### src/sv/msd_pkg.sv
// ----------------------------------------------------------------------------
// msd_pkg: shared types and constants for the masked standard deviation block
// Item layouts, widths and register indexes used by the top level and its
// shared subtract unit.
// ----------------------------------------------------------------------------
package msd_pkg;

  localparam int FRACTION_BITS = 8;
  localparam int SAMPLE_W      = 16;
  localparam int MEAN_W        = SAMPLE_W + FRACTION_BITS;
  localparam int DIVISOR_W     = 11;
  localparam int SQUARE_W      = 2 * MEAN_W;
  localparam int SUM_W         = 58;
  localparam int ROOT_W        = SUM_W / 2;
  localparam int UNIT_W        = 32;
  localparam int CFG_DATA_W    = MEAN_W;
  localparam int CFG_INDEX_W   = 1;
  localparam int COUNT_W       = 6;

  // Configuration register indexes.
  localparam logic [CFG_INDEX_W-1:0] REG_MEAN_VALUE = 1'd0;
  localparam logic [CFG_INDEX_W-1:0] REG_DIVISOR    = 1'd1;

  typedef struct packed {
    logic [SAMPLE_W-1:0] sample;
    logic                include_req;
    logic                last;
  } in_item_t;

  typedef struct packed {
    logic [SUM_W-1:0]  variance;
    logic [ROOT_W-1:0] std_dev;
  } out_item_t;

  typedef struct packed {
    logic [UNIT_W-1:0] diff;
    logic              ge;
  } sub_result_t;

endpackage

### src/sv/msd_sub_unit.sv
// ----------------------------------------------------------------------------
// msd_sub_unit: shared compare and subtract unit
// Computes a - b and whether a >= b. The divider and the square root both
// take their steps through this one unit.
// ----------------------------------------------------------------------------
module msd_sub_unit (
  input  logic [msd_pkg::UNIT_W-1:0] a,
  input  logic [msd_pkg::UNIT_W-1:0] b,
  output msd_pkg::sub_result_t       result
);

  logic [msd_pkg::UNIT_W:0] wide;

  always_comb begin
    wide        = {1'b0, a} - {1'b0, b};
    result.diff = wide[msd_pkg::UNIT_W-1:0];
    // No borrow means a >= b.
    result.ge   = ~wide[msd_pkg::UNIT_W];
  end

endmodule

### src/sv/masked_standard_deviation.sv
// ----------------------------------------------------------------------------
// masked_standard_deviation: population standard deviation in fixed point
// Accumulates saturated squared differences from a configured mean, then
// divides by a configured count and takes a truncated square root.
// ----------------------------------------------------------------------------
// Each input item carries a 16-bit sample, an include flag and a last flag.
// The sample is scaled to Q16.8, its absolute difference from mean_value is
// squared and, if included, added to a 58-bit accumulator that saturates at
// its maximum. An item that is not last produces no result and passes through
// acceptance, the 24x24 squaring multiplier and the saturating add before the
// next item can be accepted. A last item produces one result: after those
// steps come a 58-bit restoring division (one quotient bit per cycle) and a
// 29-bit digit-by-digit square root (one root bit per cycle), both stepping
// through the same shared compare and subtract unit, and then the output
// register is loaded. The accumulator is cleared once the division starts.
// in_stall stays high while an item is in progress. Results sit in an output
// register, so a stalled output only holds the block once a second result is
// ready. A divisor of zero gives a variance of all ones. Configuration writes
// are meant for idle periods; mean_value is Q16.8 and divisor is unsigned.
// ----------------------------------------------------------------------------
module masked_standard_deviation (
  input  logic                                clk,
  input  logic                                rst,
  input  logic                                cfg_write,
  input  logic [msd_pkg::CFG_INDEX_W-1:0]     cfg_index,
  input  logic [msd_pkg::CFG_DATA_W-1:0]      cfg_data,
  input  logic                                in_valid,
  output logic                                in_stall,
  input  msd_pkg::in_item_t                   in_data,
  output logic                                out_valid,
  input  logic                                out_stall,
  output msd_pkg::out_item_t                  out_data
);

  // Sequencer state codes.
  localparam logic [2:0] ST_IDLE = 3'd0;
  localparam logic [2:0] ST_MUL  = 3'd1;
  localparam logic [2:0] ST_ACC  = 3'd2;
  localparam logic [2:0] ST_DIV  = 3'd3;
  localparam logic [2:0] ST_SQRT = 3'd4;
  localparam logic [2:0] ST_DONE = 3'd5;

  localparam logic [msd_pkg::COUNT_W-1:0] DIV_LAST_STEP =
    msd_pkg::COUNT_W'(msd_pkg::SUM_W - 1);
  localparam logic [msd_pkg::COUNT_W-1:0] SQRT_LAST_STEP =
    msd_pkg::COUNT_W'(msd_pkg::ROOT_W - 1);

  logic [2:0]                        state;
  logic [2:0]                        state_next;
  logic [msd_pkg::MEAN_W-1:0]        mean_value;
  logic [msd_pkg::DIVISOR_W-1:0]     divisor;
  logic [msd_pkg::SAMPLE_W-1:0]      smp;
  logic                              inc;
  logic                              lst;
  logic [msd_pkg::SQUARE_W-1:0]      square;
  logic [msd_pkg::SUM_W-1:0]         sum;
  logic [msd_pkg::SUM_W-1:0]         sum_next;
  logic [msd_pkg::SUM_W-1:0]         work;
  logic [msd_pkg::SUM_W-1:0]         var_q;
  logic [msd_pkg::UNIT_W-1:0]        rem;
  logic [msd_pkg::ROOT_W-1:0]        root;
  logic [msd_pkg::COUNT_W-1:0]       cnt;

  logic                              in_accept;
  logic                              out_load;
  logic [msd_pkg::MEAN_W-1:0]        scaled;
  logic [msd_pkg::MEAN_W-1:0]        abs_diff;
  logic [msd_pkg::SUM_W:0]           sum_wide;
  logic [msd_pkg::DIVISOR_W:0]       div_shift;
  logic [msd_pkg::UNIT_W-1:0]        sqrt_shift;
  logic [msd_pkg::UNIT_W-1:0]        unit_a;
  logic [msd_pkg::UNIT_W-1:0]        unit_b;
  msd_pkg::sub_result_t              unit_res;

  assign in_stall  = (state != ST_IDLE);
  assign in_accept = in_valid && !in_stall;
  // The output register takes a new result when it is empty or being drained.
  assign out_load  = (state == ST_DONE) && (!out_valid || !out_stall);

  // Scaled sample and its absolute distance from the mean.
  always_comb begin
    scaled   = {smp, msd_pkg::FRACTION_BITS'(0)};
    abs_diff = (scaled >= mean_value) ? (scaled - mean_value) : (mean_value - scaled);
  end

  // Saturating accumulate of the registered square.
  always_comb begin
    sum_wide = {1'b0, sum} + (msd_pkg::SUM_W + 1)'(square);
    sum_next = sum_wide[msd_pkg::SUM_W] ? {msd_pkg::SUM_W{1'b1}}
                                        : sum_wide[msd_pkg::SUM_W-1:0];
  end

  // Operand selection for the shared unit. Division brings down one dividend
  // bit per step; the square root brings down two bits and tries root*4+1.
  always_comb begin
    div_shift  = {rem[msd_pkg::DIVISOR_W-1:0], work[msd_pkg::SUM_W-1]};
    sqrt_shift = {rem[msd_pkg::UNIT_W-3:0], work[msd_pkg::SUM_W-1 -: 2]};
    if (state == ST_DIV) begin
      unit_a = msd_pkg::UNIT_W'(div_shift);
      unit_b = msd_pkg::UNIT_W'(divisor);
    end else begin
      unit_a = sqrt_shift;
      unit_b = msd_pkg::UNIT_W'({root, 2'b01});
    end
  end

  msd_sub_unit u_sub (
    .a      (unit_a),
    .b      (unit_b),
    .result (unit_res)
  );

  // Sequencer.
  always_comb begin
    state_next = state;
    unique case (state)
      ST_IDLE: begin
        if (in_accept) state_next = ST_MUL;
      end
      ST_MUL:  state_next = ST_ACC;
      ST_ACC: begin
        state_next = lst ? ST_DIV : ST_IDLE;
      end
      ST_DIV: begin
        if (cnt == '0) state_next = ST_SQRT;
      end
      ST_SQRT: begin
        if (cnt == '0) state_next = ST_DONE;
      end
      ST_DONE: begin
        if (out_load) state_next = ST_IDLE;
      end
      default: state_next = ST_IDLE;
    endcase
  end

  always_ff @(posedge clk) begin
    if (rst) begin
      state      <= ST_IDLE;
      mean_value <= '0;
      divisor    <= msd_pkg::DIVISOR_W'(1);
      sum        <= '0;
      out_valid  <= 1'b0;
    end else begin
      state <= state_next;

      if (cfg_write) begin
        unique case (cfg_index)
          msd_pkg::REG_MEAN_VALUE: mean_value <= cfg_data;
          msd_pkg::REG_DIVISOR:    divisor    <= cfg_data[msd_pkg::DIVISOR_W-1:0];
          default: ;
        endcase
      end

      if (state == ST_ACC) begin
        // A last item hands the total to the divider and starts a new set.
        sum <= lst ? '0 : sum_next;
      end

      if (out_load) begin
        out_valid <= 1'b1;
      end else if (!out_stall) begin
        out_valid <= 1'b0;
      end
    end
  end

  // Datapath registers.
  always_ff @(posedge clk) begin
    if (in_accept) begin
      smp <= in_data.sample;
      inc <= in_data.include_req;
      lst <= in_data.last;
    end

    if (state == ST_MUL) begin
      square <= inc ? (msd_pkg::SQUARE_W'(abs_diff) * msd_pkg::SQUARE_W'(abs_diff)) : '0;
    end

    unique case (state)
      ST_ACC: begin
        work <= sum_next;
        rem  <= '0;
        cnt  <= DIV_LAST_STEP;
      end
      ST_DIV: begin
        work <= {work[msd_pkg::SUM_W-2:0], unit_res.ge};
        if (cnt == '0) begin
          // The quotient is complete; keep it and start the root on it.
          var_q <= {work[msd_pkg::SUM_W-2:0], unit_res.ge};
          rem   <= '0;
          root  <= '0;
          cnt   <= SQRT_LAST_STEP;
        end else begin
          rem <= unit_res.ge ? unit_res.diff : msd_pkg::UNIT_W'(div_shift);
          cnt <= cnt - 1'b1;
        end
      end
      ST_SQRT: begin
        rem  <= unit_res.ge ? unit_res.diff : sqrt_shift;
        root <= {root[msd_pkg::ROOT_W-2:0], unit_res.ge};
        work <= {work[msd_pkg::SUM_W-3:0], 2'b00};
        cnt  <= cnt - 1'b1;
      end
      default: ;
    endcase

    if (out_load) begin
      out_data.variance <= var_q;
      out_data.std_dev  <= root;
    end
  end

`ifndef NO_ASSERTIONS
  // A last item must clear the accumulator as the division starts.
  a_clear_on_last: assert property (@(posedge clk) disable iff (rst)
    (state == ST_ACC && lst) |=> (state == ST_DIV && sum == '0))
    else $error("accumulator not cleared at the end of a set");

  // The division hands over to the square root after its final step.
  a_div_to_sqrt: assert property (@(posedge clk) disable iff (rst)
    (state == ST_DIV && cnt == '0) |=> (state == ST_SQRT && cnt == SQRT_LAST_STEP))
    else $error("division did not hand over to the square root");

  // A finished result always shows up at the output.
  a_result_shown: assert property (@(posedge clk) disable iff (rst)
    out_load |=> (out_valid && state == ST_IDLE))
    else $error("finished result not presented");
`endif

endmodule

### config.mk
export PLATFORM = sky130hd
export DESIGN_NAME = masked_standard_deviation
export DESIGN_NICKNAME = d
export VERILOG_FILES = /design/src/sv/msd_pkg.sv /design/src/sv/msd_sub_unit.sv /design/src/sv/masked_standard_deviation.sv
export SDC_FILE = /design/constraint.sdc
export NUM_CORES = 2
export LEC_CHECK = 0
export ABC_AREA = 1
export BUFFER_PORTS_ARGS = -buffer_cell sky130_fd_sc_hd__buf_2
export CORE_MARGIN = 3
export CORE_UTILIZATION = 55
export CTS_CLUSTER_DIAMETER = 50
export DETAILED_ROUTE_END_ITERATION = 10
export PLACE_DENSITY = 0.72
export RECOVER_POWER = 25
export SLEW_MARGIN = 20
export SYNTH_ARGS = -nofsm -noshare
export SYNTH_HDL_FRONTEND = slang
export SYNTH_SLANG_ARGS = --single-unit
### constraint.sdc
create_clock -name clk -period 9.9 [get_ports clk]
set_clock_uncertainty 0.1 [all_clocks]
set_input_delay 1.98 -clock clk [delete_from_list [all_inputs] [get_ports clk]]
set_output_delay 1.98 -clock clk [all_outputs]
set_load 0.02 [all_outputs]
Word-level counts from Yosys, hierarchy flattened
Index checks and enable logic that the tools add are counted.

storage, ports and cells
  memory bits (writable) = 0
  latch bits = 0
  flip-flop bits (word level) = 431
  output and inout bits = 89
  word-level logic and storage cells = 73
  ROM bits = 0
  memories = 0

operators by class
  div/mod/pow operators = 0
  $lt $le $gt $ge = 1
  bitwise operators = 2
  $add $sub $neg = 5
  $mul = 1
  shift operators = 0
  equality and inequality tests = 10
  muxes and demuxes = 22
  reduce and logical (&&, ||, !) cells = 16

operator list
  operator              count
  $pmux W58 S3          1
  $mux W58              2
  $mux W30              3
  $pmux W30 S3          1
  $add A58 B48 Y59      1
  $pmux W29 S2          1
  $mul A24 B24 Y48      1
  $sub A24 B24 Y24      2
  $sub A32 B31 Y33      1
  $mux W32              1
  $mux W31              1
  $mux W29              1
  $ge A24 B24 Y1        1
  $mux W24              1
  $pmux W3 S6           1
  $pmux W6 S3           1
  $mux W3               4
  $reduce_and A2 Y1     4
  $eq A3 B2 Y1 const B  2
  $eq A3 B3 Y1 const B  2
  $logic_not A6 Y1      1
  $mux W6               1
  $ne A2 B2 Y1 const B  3
  $reduce_bool A3 Y1    2
  other kinds (12)      18

Logic depth before layout (Yosys ltp)
  word-level depth = 6
  gate-level depth with buffers = 44

Hierarchy
From an unflattened synthesis, not the netlist that was laid out.

second synthesis, totals
  cell total of the unflattened synthesis = 5487
  area, all modules = 42642.1 um2

by module, submodules not included
  module                     instances  cells an instance  area each (um2)
  masked_standard_deviation  1          4941               40048.4
  msd_sub_unit               1          546                2593.7

Worst setup path after synthesis
Ideal clock, no wire load.

  path type = register to register
  start = register mean_value[0] (netlist name)
  end = register square[33] (netlist name), data pin
  cell stages (with the launch flop) = 38
  setup slack = 1.902 ns
  library setup time = 0.253 ns
  arrival time = 7.644 ns
  data required time = 9.547 ns
  cell sequence = dfxtp_1 -> inv_1 -> clkbuf_1 -> ha_1 -> nand3_1 -> nor2_1 -> nand3_2 -> nand3_4 -> buf_8 -> nand2_2 -> xor2_4 -> inv_2 -> buf_2 -> nand2_1 -> fa_1 -> inv_1 -> fa_1 -> inv_1 -> [2 not listed] -> fa_1 -> inv_1 -> fa_1 -> inv_1 -> fa_1 -> inv_1 -> fa_1 -> inv_1 -> ha_1 -> a21o_1 -> a21oi_1 -> o21ai_0 -> a21oi_1 -> o21ai_0 -> a21boi_0 -> nand2_1 -> nand2_1 -> nor2_1

on the way
  cells in the longest elaborated chain, start to end = 3
  elaborated cells on any way between the ends = 5
  classes of those cells = add/sub: 2; mul: 1; order compare: 1; mux: 1

ends and longest elaborated chain
  element                                             line                              RTL
  start, declared                                     masked_standard_deviation.sv:50   logic [msd_pkg::MEAN_W-1:0] mean_value;
  start signal, assigned                              masked_standard_deviation.sv:149  msd_pkg::REG_MEAN_VALUE: mean_value <= cfg_data;
  $sub A24 B24 Y24 or $ge A24 B24 Y1 (tied branches)  masked_standard_deviation.sv:83   abs_diff = (scaled >= mean_value) ? (scaled - mean_value) : (mean_value - scaled);
  $mux W24 *                                          masked_standard_deviation.sv:83
  $mul A24 B24 Y48 *                                  masked_standard_deviation.sv:177  square <= inc ? (msd_pkg::SQUARE_W'(abs_diff) * msd_pkg::SQUARE_W'(abs_diff)) : '0;
  end signal, assigned                                masked_standard_deviation.sv:177
  end, declared                                       masked_standard_deviation.sv:55   logic [msd_pkg::SQUARE_W-1:0] square;

Mark *: on every way between the ends. The rest lies on a longest branch, timed or not.
A chain may end at the register's enable or synchronous reset.

Worst setup path in the final report
  start = register smp[5] (netlist name)
  end = register square[33] (netlist name), data pin

on the way
  cells in the longest elaborated chain, start to end = 3
  elaborated cells on any way between the ends = 5
  classes of those cells = add/sub: 2; mul: 1; order compare: 1; mux: 1

ends and longest elaborated chain
  element                                             line                              RTL
  start, declared                                     masked_standard_deviation.sv:52   logic [msd_pkg::SAMPLE_W-1:0] smp;
  start signal, assigned                              masked_standard_deviation.sv:171  smp <= in_data.sample;
  $sub A24 B24 Y24 or $ge A24 B24 Y1 (tied branches)  masked_standard_deviation.sv:83
  $mux W24 *                                          masked_standard_deviation.sv:83
  $mul A24 B24 Y48 *                                  masked_standard_deviation.sv:177

Marks and branches as above.

==> results.sh <==
export IMPL_die_w_um=281
export IMPL_hold_class="register to register"
export IMPL_drtPass1Iterations=6
export IMPL_synth_mux_area_share_pct=0.0483
export IMPL_fin_crit_sh_pct=94.8
export IMPL_synth_seq_cells=430
export IMPL_ys_warn_count=0
export IMPL_die_y_um=281
export IMPL_syn_area_mm2=0.0415
export IMPL_cts_resized=0
export IMPL_yosysSeqAreaShare_pct=28.8
export IMPL_synthArstFlopShare_pct=0
export IMPL_cp_max_fo=25
export IMPL_die_area_mm2=0.0787
export IMPL_post_synth_num_cell_types=58
export IMPL_drc=0
export IMPL_grt_remaining_overflow=0
export IMPL_worstSetupPathType="register to register"
export IMPL_syn_avg_cell_area_um2=8.16
export IMPL_port_buffers=136
export IMPL_synth_compound_area_share_pct=9.04
export IMPL_post_cts_buffers=0
export IMPL_synth_area_leader_cell="edfxtp_1"
export IMPL_insertion_delay_ps=620
export IMPL_grtUsageTotal_pct=29.2
export IMPL_final_antenna_net_count=0
export IMPL_cts_tree="done"
export IMPL_ios=137
export IMPL_fin_nets=5945
export IMPL_cpPeakStageDelay_ps=530
export IMPL_syn_nets=5838
export IMPL_start_kind="register"
export IMPL_fp_row_count=100
export IMPL_clk_pin_slew_ps=60
export IMPL_drive_gt1_share_pct=7.91
export IMPL_layout_min_cycle_time_ps=9390
export IMPL_finalHoldViolations=0
export IMPL_grt_max_degree=88
export IMPL_cap_violations=2
export IMPL_final_cell_mix="1,092 x inv_1, 1,087 x nand2_1, 488 x nor2_1"
export IMPL_synthXorXnorAreaFrac_pct=1.83
export IMPL_grt_pass1_vias=33800
export IMPL_synth_top_family_by_area="adder cells"
export IMPL_cts_hold_buf=0
export IMPL_wl_per_cell_um=18.1
export IMPL_endpoint_kind="register"
export IMPL_core_area_mm2=0.0746
export IMPL_yosys_most_used_dff="edfxtp_1"
export IMPL_holdWs_ps=317
export IMPL_place_area_mm2=0.0430
export IMPL_clock_sinks=430
export IMPL_initialDrtViolationCount=2979
export IMPL_cts_buffers=54
export IMPL_grt_pass1_wl_um=180000
export IMPL_required_ps=10140
export IMPL_worst_pin_slew_ps=2600
export IMPL_start_util_pct=55.6
export IMPL_clk_path_buf_depth=3
export IMPL_mostFrequentLayoutCell="inv_1"
export IMPL_crit_top_cell="inv_1"
export IMPL_synth_edff_count=333
export IMPL_vias=33600
export IMPL_fin_setup_tns_ps=0
export IMPL_synth_area_leaders="edfxtp_1 24%, fa_1 21%, inv_1 9.9%"
export IMPL_yosys_area_share_adder_pct=29.1
export IMPL_setup_violations_final=0
export IMPL_synth_simple_gate_area_share_pct=19.3
export IMPL_antenna_cells=0
export IMPL_yosys_area_top_type_share_pct=24.1
export IMPL_violations="max-capacitance violations, max-slew violations"
export IMPL_finalMaxSlewViolations=106
export IMPL_rsz0062_at_grt="false"
export IMPL_grt_antenna_before_repair=1
export IMPL_routed_wl_um=112000
export IMPL_root_buffer="clkbuf_16"
export IMPL_status="finished, violations left"
export IMPL_max_freq_ghz=0.107
export IMPL_hpwl_um=89800
export IMPL_routed_via_density=5.42
export IMPL_worstPathArrival_ps=9630
export IMPL_finalInstanceArea_mm2=0.0450
export IMPL_gp_congestion=0.991
export IMPL_slew_headroom_pct=-73.7
export IMPL_area_growth_pct=8.51
export IMPL_critPathSlowestCell="fa_1"
export IMPL_synthCells=5082
export IMPL_htreeDepth=2
## worst paths after layout
check	end	slack, ps	cells past startpoint	from
setup / recovery	square[33]$_SDFFCE_PN0P_	510	35	smp[5]$_DFFE_PP_
hold / removal	out_data[30]$_DFFE_PP_	320	0	var_q[1]$_DFFE_PP_
setup reg to reg	square[33]$_SDFFCE_PN0P_	510	35	smp[5]$_DFFE_PP_
hold reg to reg	out_data[30]$_DFFE_PP_	320	0	var_q[1]$_DFFE_PP_
## flip-flops by register name, indices dropped and copies added (netlist names)
register and flops:
var_q 58, square 47, work 58, out_valid 1
out_data 87, smp 16, state 3, divisor 11
cnt 6, rem 30, inc 1, lst 1
root 29, sum 58, mean_value 24
## cells by family (layout without fill, tap and decap cells)
family / after synthesis / in the layout
DFF: 430 / 430
AOI/OAI and AO/OA: 677 / 677
xor gates and xnor gates: 72 / 72
adders and majority gates: 708 / 708
and+or+nand+nor: 1936 / 1936
muxes: 2 / 2
buffers and inverters: 1257 / 1408
## metal layers
metal	wire length [um]	track usage, %	up-vias
li1	-	-	16100
met2	52500	48.7	1246
met5	13	0	-
met4	4290	10.3	2
met3	8240	3.34	245
met1	47400	39.6	16100
## stage by stage
stage	instances	utilization (%)	setup slack, ps
floorplan	5082	-	1900
global placement	6101	57.7	813
detailed placement	6101	57.7	690
CTS	6201	60.3	652
global route	6202	60.3	11.0
finish	6202	60.3	511
## layout make-up
class / count / area (um^2)
timing repair buffer: 172 / 960
sequential: 430 / 11900
fill: 6709 / 29600
inverter: 1136 / 4260
clock buffer: 56 / 1380
clock inverter: 44 / 564
multi-input combinational: 3395 / 24700
tap: 969 / 1210
## critical path: cells and delay by family, from the launching register on
kind	cells	cell delay (ps)
fa+ha+maj	9	4260
flops	1	400
buf+inv	10	1210
compound gates	6	1530
simple gates	10	1620
## cells in the mapped netlist, types with 5 or more instances
| cell | count |
|---|---|
| inv_2 | 41 |
| ha_1 | 283 |
| fa_1 | 425 |
| nand4_1 | 29 |
| o21ai_0 | 228 |
| nor2_1 | 492 |
| xnor2_1 | 20 |
| inv_1 | 1093 |
| edfxtp_1 | 333 |
| buf_1 | 10 |
| or2_2 | 12 |
| nand2_1 | 1088 |
| clkbuf_1 | 59 |
| o21a_1 | 7 |
| buf_4 | 7 |
| o21ai_1 | 6 |
| xor2_4 | 6 |
| buf_2 | 25 |
| a21boi_0 | 10 |
| a21oi_1 | 310 |
| o211ai_1 | 10 |
| nand2_2 | 17 |
| o22ai_1 | 8 |
| xor2_1 | 44 |
| a31oi_1 | 17 |
| o221ai_1 | 21 |
| nand3_1 | 190 |
| buf_6 | 18 |
| nor3_1 | 22 |
| nor4_1 | 16 |
| nor2_2 | 29 |
| nand3b_1 | 7 |
| nor2_4 | 15 |
| o21ai_2 | 5 |
| dfxtp_1 | 97 |
| o21bai_1 | 18 |
| a21o_1 | 22 |
Power is not shown: default switching activity piles up to over one toggle a cycle in this logic, so the estimate is an artifact.
